<file path="config.mk">
export PLATFORM = sky130hd
export DESIGN_NAME = lcd_scanline_timing_status
export DESIGN_NICKNAME = d
export VERILOG_FILES = /design/src/hdl/lcdst_pkg.sv /design/src/hdl/lcd_scanline_timing_status.sv
export SDC_FILE = /design/constraint.sdc
export NUM_CORES = 1
export LEC_CHECK = 0
export BUFFER_PORTS_ARGS = -buffer_cell sky130_fd_sc_hd__buf_2
export CAP_MARGIN = 20
export CORE_MARGIN = 2
export CORE_UTILIZATION = 62
export DETAILED_ROUTE_END_ITERATION = 7
export GPL_TIMING_DRIVEN = 0
export PLACE_DENSITY = 0.9
export SLEW_MARGIN = 20
export SYNTH_ARGS = -nofsm -noshare
export SYNTH_HDL_FRONTEND = slang
export SYNTH_SLANG_ARGS = --single-unit
</file>
<file path="constraint.sdc">
create_clock -name clk -period 6.46 [get_ports clk]
set_input_delay 1.292 -clock clk [delete_from_list [all_inputs] [get_ports clk]]
set_output_delay 1.292 -clock clk [all_outputs]
set_load 0.02 [all_outputs]
</file>
<file path="src/hdl/lcdst_pkg.sv">
`default_nettype none

package lcdst_pkg;

    typedef enum logic [1:0] {
        REQ_TICK      = 2'd0,
        REQ_RD_STATUS = 2'd1,
        REQ_WR_ENABLE = 2'd2,
        REQ_RD_LINE   = 2'd3
    } req_type_t;

    localparam int CFG_IDX_W  = 1;
    localparam int CFG_DATA_W = 8;

    localparam logic [CFG_IDX_W-1:0] CFG_VCOUNT_COMPARE = 1'd0;
    localparam logic [CFG_IDX_W-1:0] CFG_FORCE_BLANK    = 1'd1;

    localparam int EN_VBLANK_BIT = 3;
    localparam int EN_HBLANK_BIT = 4;
    localparam int EN_VCOUNT_BIT = 5;

    typedef struct packed {
        req_type_t   req_type;
        logic [9:0]  tick_count;
        logic [7:0]  write_data;
    } in_item_t;

    typedef struct packed {
        logic [7:0]  read_data;
        logic        irq_vblank;
        logic        irq_hblank;
        logic        irq_vcount;
        logic        dma_hblank;
        logic        dma_vblank;
        logic        frame_start;
        logic        vblank_event;
    } out_item_t;

endpackage

`default_nettype wire

</file>
<file path="src/hdl/lcd_scanline_timing_status.sv">
// An input transfer is captured in the stage register; its result is then registered into the output register.
// Throughput: one item per cycle while the output is not stalled; the timing update is one add, saturate and compare.
// in_stall follows out_stall combinationally only while both stages are full.
// Reset (rst_n low, asynchronous): line 227 awaiting line end with the accumulator
// at LINE_TICKS, all flags, enables and config registers cleared, both stages empty.
`default_nettype none

module lcd_scanline_timing_status #(
    parameter int LINE_TICKS    = 1232,
    parameter int HDRAW_TICKS   = 960,
    parameter int TOTAL_LINES   = 228,
    parameter int VISIBLE_LINES = 160
) (
    input  wire logic                            clk,
    input  wire logic                            rst_n,
    input  wire logic                            in_valid,
    output logic                                 in_stall,
    input  wire lcdst_pkg::in_item_t             in_data,
    output logic                                 out_valid,
    input  wire logic                            out_stall,
    output lcdst_pkg::out_item_t                 out_data,
    input  wire logic                            cfg_valid,
    output logic                                 cfg_ready,
    input  wire logic [lcdst_pkg::CFG_IDX_W-1:0] cfg_index,
    input  wire logic [lcdst_pkg::CFG_DATA_W-1:0] cfg_data
);
    import lcdst_pkg::*;

    localparam int ACCUM_MAX = (2 * LINE_TICKS - 1) > 2047 ? (2 * LINE_TICKS - 1) : 2047;
    localparam int ACC_W     = $clog2(ACCUM_MAX + 1);
    localparam int LINE_W    = $clog2(TOTAL_LINES);

    localparam logic [ACC_W-1:0]  ACC_SAT   = ACC_W'(ACCUM_MAX);
    localparam logic [ACC_W-1:0]  ACC_LINE  = ACC_W'(LINE_TICKS);
    localparam logic [ACC_W-1:0]  ACC_HDRAW = ACC_W'(HDRAW_TICKS);
    localparam logic [LINE_W-1:0] LAST_LINE = LINE_W'(TOTAL_LINES - 1);
    localparam logic [7:0]        VIS_LINES = 8'(VISIBLE_LINES);

    logic [7:0]        vcount_compare_reg;
    logic              force_blank_reg;

    logic              stage_valid_reg, stage_valid_next;
    in_item_t          stage_data_reg;
    logic              out_valid_reg, out_valid_next;
    out_item_t         out_data_reg, out_data_next;

    logic [ACC_W-1:0]  accum_reg, accum_next;
    logic              await_end_reg, await_end_next;
    logic [LINE_W-1:0] line_reg, line_next;
    logic              vblank_reg, vblank_next;
    logic              hblank_reg, hblank_next;
    logic              vmatch_reg, vmatch_next;
    logic [2:0]        irq_en_reg, irq_en_next;

    logic              in_xfer;
    logic              advance;
    logic              process;
    logic [ACC_W:0]    sum;
    logic [ACC_W-1:0]  sat;
    logic [LINE_W-1:0] line_inc;
    logic [7:0]        line_ext;

    assign cfg_ready = 1'b1;
    assign advance   = !out_valid_reg || !out_stall;
    assign in_stall  = stage_valid_reg && !advance;
    assign in_xfer   = in_valid && !in_stall;
    assign process   = stage_valid_reg && advance;
    assign out_valid = out_valid_reg;
    assign out_data  = out_data_reg;

    assign sum      = {1'b0, accum_reg} + (ACC_W + 1)'(stage_data_reg.tick_count);
    assign sat      = (sum > {1'b0, ACC_SAT}) ? ACC_SAT : sum[ACC_W-1:0];
    assign line_inc = (line_reg == LAST_LINE) ? '0 : line_reg + 1'b1;
    assign line_ext = 8'(line_inc);

    always_comb
    begin
        stage_valid_next = stage_valid_reg;
        if (in_xfer)
            stage_valid_next = 1'b1;
        else if (advance)
            stage_valid_next = 1'b0;

        out_valid_next = advance ? stage_valid_reg : out_valid_reg;
    end

    always_comb
    begin
        accum_next     = accum_reg;
        await_end_next = await_end_reg;
        line_next      = line_reg;
        vblank_next    = vblank_reg;
        hblank_next    = hblank_reg;
        vmatch_next    = vmatch_reg;
        irq_en_next    = irq_en_reg;
        out_data_next  = '0;

        unique case (stage_data_reg.req_type)
            REQ_TICK:
            begin
                accum_next = sat;
                if (await_end_reg)
                begin
                    if (sat >= ACC_LINE)
                    begin
                        accum_next     = sat - ACC_LINE;
                        await_end_next = 1'b0;
                        line_next      = line_inc;
                        hblank_next    = 1'b0;
                        vmatch_next    = (line_ext == vcount_compare_reg);
                        out_data_next.irq_vcount = (line_ext == vcount_compare_reg)
                                                   && irq_en_reg[2];
                        if (line_ext == 8'd0)
                        begin
                            vblank_next               = 1'b0;
                            out_data_next.frame_start = 1'b1;
                        end
                        else if (line_ext == VIS_LINES)
                        begin
                            vblank_next                = 1'b1;
                            out_data_next.vblank_event = 1'b1;
                            out_data_next.dma_vblank   = 1'b1;
                            out_data_next.irq_vblank   = irq_en_reg[0];
                        end
                    end
                end
                else if (sat >= ACC_HDRAW)
                begin
                    await_end_next           = 1'b1;
                    hblank_next              = 1'b1;
                    out_data_next.irq_hblank = irq_en_reg[1];
                    out_data_next.dma_hblank = (8'(line_reg) < VIS_LINES) && !force_blank_reg;
                end
            end
            REQ_RD_STATUS:
                out_data_next.read_data = {2'b00, irq_en_reg, vmatch_reg, hblank_reg,
                                           vblank_reg};
            REQ_WR_ENABLE:
                irq_en_next = {stage_data_reg.write_data[EN_VCOUNT_BIT],
                               stage_data_reg.write_data[EN_HBLANK_BIT],
                               stage_data_reg.write_data[EN_VBLANK_BIT]};
            REQ_RD_LINE:
                out_data_next.read_data = 8'(line_reg);
            default:
                out_data_next = '0;
        endcase
    end

    always_ff @(posedge clk or negedge rst_n)
    begin
        if (!rst_n)
        begin
            stage_valid_reg    <= 1'b0;
            out_valid_reg      <= 1'b0;
            vcount_compare_reg <= '0;
            force_blank_reg    <= 1'b0;
            accum_reg          <= ACC_LINE;
            await_end_reg      <= 1'b1;
            line_reg           <= LAST_LINE;
            vblank_reg         <= 1'b0;
            hblank_reg         <= 1'b0;
            vmatch_reg         <= 1'b0;
            irq_en_reg         <= '0;
        end
        else
        begin
            stage_valid_reg <= stage_valid_next;
            out_valid_reg   <= out_valid_next;
            if (cfg_valid && cfg_ready)
            begin
                unique case (cfg_index)
                    CFG_VCOUNT_COMPARE: vcount_compare_reg <= cfg_data;
                    CFG_FORCE_BLANK:    force_blank_reg    <= cfg_data[0];
                    default:            ;
                endcase
            end
            if (process)
            begin
                accum_reg     <= accum_next;
                await_end_reg <= await_end_next;
                line_reg      <= line_next;
                vblank_reg    <= vblank_next;
                hblank_reg    <= hblank_next;
                vmatch_reg    <= vmatch_next;
                irq_en_reg    <= irq_en_next;
            end
        end
    end

    always_ff @(posedge clk)
    begin
        if (in_xfer)
            stage_data_reg <= in_data;
        if (process)
            out_data_reg <= out_data_next;
    end

endmodule

`default_nettype wire

</file>
Word level (Yosys, flattened, before mapping)
Cells that the tools add are included.
{"block": "word_totals", "register_bits": 70, "inputBits": 34, "word_cells": 86}
{"block": "classes", "add_sub_neg": 3, "magnitude_cmp": 4, "eq_ne": 7, "muxes": 17, "n_bitwise": 7, "reduce_logical": 27}
{"op": "two-way mux 12 bit", "count": 3}
{"op": "equality test 8 bit (second input constant)", "count": 2}
{"op": "one-hot mux 8 bit (2 select lines)", "count": 1}
{"op": "adder 12 x 10 -> 13 bit", "count": 1}
{"op": "> comparator 13 x 12 -> 1 bit (second input constant)", "count": 1}
{"op": "greater-or-equal comparator 12 x 10 -> 1 bit (second input constant)", "count": 1}
{"op": "greater-or-equal comparator 12 x 11 -> 1 bit (second input constant)", "count": 1}
{"op": "two-way mux 1 bit", "count": 12}
{"op": "subtractor 12 x 11 -> 12 bit (second input constant)", "count": 1}
{"op": "adder 8 x 1 -> 8 bit (second input constant)", "count": 1}
{"op": "equality test 8 bit", "count": 1}
{"op": "logical NOT 8 bit", "count": 1}
{"op": "< comparator 8 bit (second input constant)", "count": 1}
{"op": "two-way mux 8 bit", "count": 1}
{"op": "AND reduction 2 bit", "count": 4}
{"op": "AND reduction 4 bit", "count": 2}
{"op": "inverter 1 bit", "count": 7}
{"op": "nonzero test 2 bit", "count": 3}
{"op": "logical AND 1 bit", "count": 5}
{"op": "logical NOT 1 bit", "count": 5}
{"op": "AND reduction 5 bit", "count": 1}
{"op": "OR reduction 5 bit", "count": 1}
{"op": "equality test 2 bit (second input constant)", "count": 2}
{"op": "AND reduction 3 bit", "count": 1}
{"op": "other kinds (6)", "count": 6}

Longest topological paths before layout
Gate-level depths: netlist (run 1).
{"block": "depth", "depth_word": 7, "ltp_mapped": 18, "mapped_depth_nobuf": 17}

Worst setup path before layout (run 1)
OpenSTA, ideal clock, no wires.
{"block": "synth_timing", "kind": "register -> register", "from": "register stage_data_reg[8] in the netlist's numbering", "to": "register accum_reg[6]", "setup_time_ns": 0.061, "t_arrival_ns": 4.337, "slack_ns": 2.062, "path_stages_with_launch": 19, "n_path_buf": 1, "period_less_slack_ns": 4.398, "path_cell_list": "edfxtp_1 > ha_1 > fa_1 > a21oi_1 > nor2_1 > a31oi_1 > a32o_1 > mux2_2 > o31ai_4 > nand2_1 > ha_1 > nor3b_1 > a311oi_1 > o311ai_4 > a21o_4 > and2_4 > buf_6 > a211oi_1 > o22a_1"}
{"block": "synth_between", "elab_chain_cells": 6, "word_cells_on_any_way": 7, "cone_classes": "add/sub: 2; order compare: 2; mux: 3"}
{"item": "start, declared", "line_no": "lcd_scanline_timing_status.sv:43", "rtl": "in_item_t stage_data_reg;"}
{"item": "start signal, assigned", "line_no": "lcd_scanline_timing_status.sv:193", "rtl": "stage_data_reg <= in_data;"}
{"item": "adder 12 x 10 -> 13 bit *", "line_no": "lcd_scanline_timing_status.sv:71", "rtl": "assign sum = {1'b0, accum_reg} + (ACC_W + 1)'(stage_data_reg.tick_count);"}
{"item": "> comparator 13 x 12 -> 1 bit", "line_no": "lcd_scanline_timing_status.sv:72", "rtl": "assign sat = (sum > {1'b0, ACC_SAT}) ? ACC_SAT : sum[ACC_W-1:0];"}
{"item": "two-way mux 12 bit *", "line_no": "lcd_scanline_timing_status.sv:72"}
{"item": "subtractor 12 x 11 -> 12 bit or greater-or-equal comparator 12 x 11 -> 1 bit (tied branches)", "line_no": "lcd_scanline_timing_status.sv:106, lcd_scanline_timing_status.sv:104"}
{"item": "two-way mux 12 bit", "line_no": "lcd_scanline_timing_status.sv:104", "rtl": "if (sat >= ACC_LINE)"}
{"item": "two-way mux 12 bit *", "line_no": "lcd_scanline_timing_status.sv:102", "rtl": "if (await_end_reg)"}
{"item": "end signal, assigned", "line_no": "lcd_scanline_timing_status.sv:179", "rtl": "accum_reg <= accum_next;"}
{"item": "end, declared", "line_no": "lcd_scanline_timing_status.sv:47", "rtl": "logic [ACC_W-1:0] accum_reg, accum_next;"}
Every way passes the cells marked *; elsewhere a longest branch is shown, timed or not.
A chain may end at the register's enable or synchronous reset.

Final worst setup path (run 1)
{"block": "layout_timing", "from": "register stage_data_reg[8] in the netlist's numbering", "to": "register accum_reg[8]"}
The elaborated chain is that of the path after synthesis.

==> metrics.txt, run 1 <==
outcome complete, no violations; Final Non-Filler Cells 467; final setup margin 1.31 ns; Pre-Repair DR Iteration Count 4; layout cells sized above 1 28.6%; Final Power approximately 1.9 mW; count leader, synth edfxtp_1; CTS root buffer clkbuf_8; Max-Cap Viols 0; crit path cell chain ha_1 -> fa_1 -> a21oi_1 -> nor2_1 -> a31oi_1 -> a32o_1 -> mux2_2 -> o31ai_4 -> nand2_1 -> ha_1 -> nor3b_1 -> a311oi_1 -> o311ai_4 -> a21o_4 -> and2_4 -> buf_6 -> a32oi_1 -> o221ai_1; DRT iter0 DRCs roughly 200; Worst Hold Class reg2reg; post-CTS setup buffers 0; Yosys top cell by area edfxtp_1; Final Cycle Share approximately four fifths; wire length per cell 16.2 um; CP delay by family, top compound AO/OA/AOI/OAI gates; GRT Overall Usage 24.2%; IO Pins 52; Die X 81.8 um; Setup crit start kind register; post-DP HPWL 5.44 mm; mux contribution to synthesized area 6.70%; vias in the first global route 2734; Mapped Nets about 380; Setup TNS 0 ns; VDD IR-drop max approximately 0.26 mV; cts bufs inserted 9; P_leak 1.70 nW; Cell variety after synth 66; Setup WS pre-CTS 1.40 ns; dominant cells by area after synthesis edfxtp_1 23%, dfrtp_1 19%, dfstp_2 7.0%; number of flops mapped to enable cells by yosys 29; FILL cells 403; CP max stage delay 0.50 ns; DRC violation count after routing 0; P&R area growth vs syn 13.0%; Synth top area share 23.2%; antenna cells 0; H-tree depth 3; Layout Skew just under 0.006 ns; initial antenna violation count 0; Worst EP required 6.67 ns; f_max 194 MHz; worst-skew pair later-pin latency 0.35 ns; Synth async-reset ratio 56.7%; post-synthesis sequential area ratio 48.9%; Syn Std Cell Area 3750 um2; std cell rows 28; Vias/cell between 5 and 6; largest net degree at the start of global routing 39; Clock Path Buffers 2; endpoints failing setup 0; via count 2797; Nets 434; drt total wl 7.55 mm; slowest CP cell a311oi_1; Port Buffers 45; crit path from stage_data_reg[8]; Worst Path Arrival ~5.4 ns; core area 5890 um2; Die Area approximately 6700 um2; synthesized area per cell 11.3 um2; actual slew at the worst max-slew pin 0.844 ns; Post-Synthesis Cells approximately 330; Final min period a little over 5 ns; Initial Util 63.8%; RSZ-0062 raised after global routing no; Synth Area in Compound Gates between 10% and 20%; gr ovfl total 0; max reg flops 15; Simple-Gate Fraction of Synth Area 15.2%; xor/xnor cell area share of the yosys netlist 7.16%; reg2reg start stage_data_reg[8]; Synth Area in Adders 4.53%; Final Hold Vio Count 0; CTS tree built; relative slew slack a little over two fifths; DP Area between 4000 and 5000 um2; PostCTS Resize Cnt 0; worst path buffer plus inverter count 1; ys flop type edfxtp_1; Synth Register Bits 67; antenna-violating nets left 0; routability congestion estimate between 0.8 and 0.9; cts hold-fix bufs 0; Crit Path Max Fanout 10; Die H roughly 82 um; power per cell area 441 nW/um2; most frequent cells after synthesis 29 x edfxtp_1, 28 x dfrtp_1, 25 x nand2_1; largest family of logic cells by synthesized area simple AND/OR/NAND/NOR gates; placed cells 451; Syn. warnings 0; cell mode on critical path ha_1; global-route wire length before repair 12.3 mm; nature of the critical path endpoint register; clock-pin slew on the worst setup and hold paths 0.07 ns; Hold Crit Start stage_data_reg[4]; WS Path Type reg2reg; final instance area 4240 um2; clock sinks 67; Slew Viols, Final 0
## power breakdown
| group | total (mW) | internal (mW) | switching [mW] |
|---|---|---|---|
| Sequential | 0.590 | 0.535 | 0.0541 |
| Clock | 0.308 | 0.139 | 0.169 |
| Combinational | 0.972 | 0.395 | 0.578 |
| Total | 1.87 | 1.07 | 0.801 |
## final timing paths
path                                  to  slack (ns)  cells past startpoint
max                         accum_reg[8]        1.31                     18
min                        irq_en_reg[1]        0.48                      1
max reg2reg                 accum_reg[8]        1.31                     18
min reg2reg                irq_en_reg[1]        0.48                      1
max in group asynchronous   accum_reg[3]        4.88                      1
min in group asynchronous  irq_en_reg[2]        1.04                      1
## stage by stage
step                      hold WS (ns)  util [%]
final                            0.484      72.1
after global routing             0.510      72.1
after CTS                        0.489      72.1
after detailed placement         0.469      69.2
after global placement           0.463      69.2
after floorplan                  0.444         -
## area by class of cell
class	instances	area, um2	area share, %
flip-flops and latches	67	1830	43.2
inverters	8	30.0	0.708
well taps	75	93.8	2.21
plain buffers	17	91.3	2.15
repair buffers	45	225	5.31
multi-input cells	239	1800	42.4
clock buffers	10	128	3.01
clock inverters	6	41.3	0.973
## cell families after synthesis
| group | Yosys count |
|---|---|
| adders and majority gates | 13 |
| other | 1 |
| and+or+nand+nor | 110 |
| xor gates and xnor gates | 29 |
| DFF | 67 |
| muxes | 23 |
| AOI/OAI and AO/OA | 63 |
| buffers and inverters | 25 |
## worst reg2reg max path, stage by stage (launching register included)
cell and delay (ns):
edfxtp_1 0.38, ha_1 0.26, fa_1 0.44, a21oi_1 0.29, nor2_1 0.13, a31oi_1 0.21
a32o_1 0.33, mux2_2 0.42, o31ai_4 0.45, nand2_1 0.18, ha_1 0.22, nor3b_1 0.13
a311oi_1 0.50, o311ai_4 0.15, a21o_4 0.27, and2_4 0.16, buf_6 0.13, a32oi_1 0.20
o221ai_1 0.16
## per-layer routing
layer | routed length [um] | vias to the layer above | global-route usage (%)
li1 | - | 1304 | -
met1 | 3370 | 1385 | 33.2
met2 | 3600 | 92 | 38.9
met3 | 438 | 16 | 3.52
met4 | 148 | 0 | 10.0
met5 | 0 | - | 0
## placed cells by master, fill, tap and decap left out, types with 4 or more instances in the layout
cell type | synthesis | final
nand3_1 | 11 | 11
mux2i_1 | 6 | 6
edfxtp_1 | 29 | 29
dfrtp_1 | 28 | 28
xnor2_1 | 23 | 23
o21ai_0 | 15 | 15
buf_2 | 4 | 49
nor3_1 | 6 | 6
nor4_1 | 4 | 4
nand2b_1 | 6 | 6
xor2_1 | 4 | 4
a21oi_1 | 9 | 9
nor2b_1 | 8 | 8
nand2_1 | 25 | 25
clkbuf_8 | 0 | 9
mux2_2 | 14 | 14
and3_1 | 8 | 8
nor2_1 | 24 | 24
clkbuf_1 | 9 | 10
and2_1 | 4 | 4
a31oi_1 | 4 | 4
inv_1 | 8 | 8
dfstp_2 | 10 | 10
ha_1 | 12 | 12
Power figures use the tool's default switching activity.
==> run 2, diff against run 1 <==
--- a/config.mk
+++ b/config.mk
@@ -8,10 +8,10 @@
 export BUFFER_PORTS_ARGS = -buffer_cell sky130_fd_sc_hd__buf_2
 export CAP_MARGIN = 20
 export CORE_MARGIN = 2
-export CORE_UTILIZATION = 62
+export CORE_UTILIZATION = 58
 export DETAILED_ROUTE_END_ITERATION = 7
 export GPL_TIMING_DRIVEN = 0
-export PLACE_DENSITY = 0.9
+export PLACE_DENSITY = 0.85
 export SLEW_MARGIN = 20
 export SYNTH_ARGS = -nofsm -noshare
 export SYNTH_HDL_FRONTEND = slang
==> constraint.sdc (replaced) <==
create_clock -name clk -period 5.3 [get_ports clk]
set_input_delay 1.06 -clock clk [delete_from_list [all_inputs] [get_ports clk]]
set_output_delay 1.06 -clock clk [all_outputs]
set_load 0.02 [all_outputs]
==> run 2 against run 1 <==
  * Via count is 0.61% lower
  * Setup slack lost 1.0 ns
  * Non-clock buffer count is the same
  * Register-to-register slack worse by 1.0 ns
  * Utilization fell by 3.8 points
  * Critical path type unchanged
  * Cell count is 0.43% higher
  * Power up 29%
  * Worst hold slack improved by 0.0059 ns
  * Clock skew increased by 0.0019 ns
  * Largest cell class unchanged
  * Largest power group unchanged
  * Global-route usage fell by 0.70 points
  * Critical path depth unchanged
==> metrics.txt, run 2 (synthesized netlist as in run 1, its figures left out) <==
Vias/cell 5.93 (was 5.99); Final min period 5.00 ns (was 5.15 ns); P&R area growth vs syn 14.9% (was 13.0%); Net Switching 996 uW (was 801 uW); Setup TNS 0 ns (unchanged); PostCTS Resize Cnt 0 (unchanged); IO Pins 52 (unchanged); endpoints failing setup 0 (unchanged); H-tree depth 3 (unchanged); GRT Overall Usage 23.5% (was 24.2%); Layout Skew 0.00787 ns (was 0.00595 ns); RSZ-0062 raised after global routing no (unchanged); Int Power 1.41 mW (was 1.07 mW); Die X 84.5 um (was 81.8 um); commonest non-fill, non-tap cell in the layout buf_2 (unchanged); slowest CP cell o31ai_4 (was a311oi_1); cts bufs inserted 9 (unchanged); worst-skew pair later-pin latency 0.35 ns (about the same); post-CTS setup buffers 0 (unchanged); via count 2780 (was 2797); clock-pin slew on the worst setup and hold paths 0.08 ns (was 0.07 ns); Final Cycle Share 94.3% (was 79.7%); Pre-Repair DR Iteration Count 4 (unchanged); CTS tree built (unchanged); Final Hold Vio Count 0 (unchanged); Max-Cap Viols 0 (unchanged); Slew Viols, Final 0 (unchanged); combinational fraction of design power 50.2% (was 52.0%); power per cell area 558 nW/um2 (was 441 nW/um2); Crit Path Max Fanout 10 (unchanged); Port Buffers 45 (unchanged); Worst EP required 5.59 ns (was 6.67 ns); CP max stage delay 0.45 ns (was 0.50 ns); antenna cells 0 (unchanged); Worst Path Arrival 5.29 ns (was 5.36 ns); core area 6310 um2 (was 5890 um2); gr ovfl total 0 (unchanged); relative slew slack 44.1% (was 43.7%); Clk network pwr share 19.9% (was 16.5%); largest net degree at the start of global routing 39 (unchanged); FILL cells 505 (was 403); P_leak 1.73 nW (was 1.70 nW); drt total wl 7.76 mm (was 7.55 mm); CP delay by family, top compound AO/OA/AOI/OAI gates (unchanged); initial antenna violation count 0 (unchanged); final setup margin 0.304 ns (was 1.31 ns); Die Area 7130 um2 (was 6690 um2); outcome complete, no violations (unchanged); nature of the critical path endpoint register (unchanged); worst path buffer plus inverter count 1 (unchanged); commonest non-fill, non-tap cells in the layout 49 x buf_2, 29 x edfxtp_1, 28 x dfrtp_1, 25 x nand2_1, 24 x nor2_1 (unchanged); post-DP HPWL 5.57 mm (was 5.44 mm); vias in the first global route 2751 (was 2734); DRC violation count after routing 0 (unchanged); Die H 84.5 um (was 81.8 um); WS Path Type reg2reg (unchanged); Worst Hold Class reg2reg (unchanged); Nets 434 (unchanged); std cell rows 29 (was 28); DP Area 4080 um2 (was 4070 um2); final instance area 4310 um2 (was 4240 um2); actual slew at the worst max-slew pin 0.839 ns (was 0.844 ns); f_max 200 MHz (was 194 MHz); Clock Path Buffers 2 (unchanged); Initial Util 59.5% (was 63.8%); cell mode on critical path ha_1 (unchanged); Setup WS pre-CTS 0.257 ns (was 1.40 ns); Setup crit start kind register (unchanged); global-route wire length before repair 13.0 mm (was 12.3 mm); DRT iter0 DRCs 201 (unchanged); fin util 68.3% (was 72.1%); Reg power frac 29.9% (was 31.5%); max reg flops 15 (unchanged); cts hold-fix bufs 0 (unchanged); layout cells sized above 1 29.3% (was 28.6%); wire length per cell 16.6 um (was 16.2 um); Switching Fraction 41.4% (was 42.8%); VDD IR-drop max 0.250 mV (was 0.262 mV); clock sinks 67 (unchanged); CTS root buffer clkbuf_8 (unchanged); routability congestion estimate 0.872 (was 0.847); crit path cell chain ha_1 -> fa_1 -> a21oi_1 -> nor2_1 -> a31oi_1 -> a32o_1 -> mux2_2 -> o31ai_4 -> nand2_1 -> ha_1 -> nor3b_1 -> a311oi_2 -> o311ai_4 -> a21o_4 -> and2_4 -> buf_6 -> a211oi_1 -> o22a_1 (was ha_1 -> fa_1 -> a21oi_1 -> nor2_1 -> a31oi_1 -> a32o_1 -> mux2_2 -> o31ai_4 -> nand2_1 -> ha_1 -> nor3b_1 -> a311oi_1 -> o311ai_4 -> a21o_4 -> and2_4 -> buf_6 -> a32oi_1 -> o221ai_1); antenna-violating nets left 0 (unchanged)
-- run 2: cell types whose count changed in the layout (fill, tap and decap cells not counted) --
cell and delta:
xor2_1 -1, xor2_2 +1, clkbuf_1 -1, bufinv_16 +2
a311oi_2 +1, clkinv_2 -1, clkinvlp_4 -2, clkinv_4 +1
inv_6 +1, a311oi_1 -1
-- run 2: worst reg2reg max path: cells and delay by family (launching register included) --
family	cells	cell delay [ns]
mux	1	0.41
simple gates	4	0.60
buf+inv	1	0.13
flops	1	0.38
compound gates	9	2.53
fa+ha+maj	3	0.91
-- run 2: through the flow --
step                      std cells  hold slack, ns  power, mW
after floorplan                 331           0.444       1.67
after global placement          453           0.464       1.84
after detailed placement        453           0.470       1.90
after CTS                       469           0.487       2.39
after global routing            469           0.510       2.56
final                           469           0.490       2.41
-- run 2: per-layer routing --
layer	up-vias	GRT usage [%]	share of wire, %
met3	18	6.59	5.6
met2	99	37.2	49
met5	-	0	0
met4	0	9.38	2.4
li1	1309	-	-
met1	1354	31.1	43
-- run 2: worst paths after layout --
kind	from	slack, ns	to	depth (start not counted)
max	stage_data_reg[8]	0.30	accum_reg[6]	18
min	stage_data_reg[4]	0.49	irq_en_reg[1]	1
max reg2reg	stage_data_reg[8]	0.30	accum_reg[6]	18
min reg2reg	stage_data_reg[4]	0.49	irq_en_reg[1]	1
max in group asynchronous	rst_n	3.96	vcount_compare_reg[3]	1
min in group asynchronous	rst_n	0.80	irq_en_reg[2]	1
-- run 2: final cells by class --
cell class / instances / area, um2 / area share, %
Clock inverter: 7 / 98.8 / 2.29
Tap cell: 77 / 96.3 / 2.23
Inverter: 8 / 30.0 / 0.696
Timing Repair Buffer: 45 / 225 / 5.22
Clock buffer: 9 / 124 / 2.87
Buffer: 17 / 91.3 / 2.12
Sequential cell: 67 / 1830 / 42.5
Multi-Input combinational cell: 239 / 1810 / 42.0
-- run 2: power by group through the flow --
stage / combinational, mW / sequential (mW) / clock, mW
detailed placement: 1.17 / 0.727 / 0
global route: 1.31 / 0.729 / 0.515
floorplan: 0.946 / 0.719 / 0
global placement: 1.12 / 0.722 / 0
finish: 1.21 / 0.718 / 0.479
CTS: 1.18 / 0.719 / 0.486
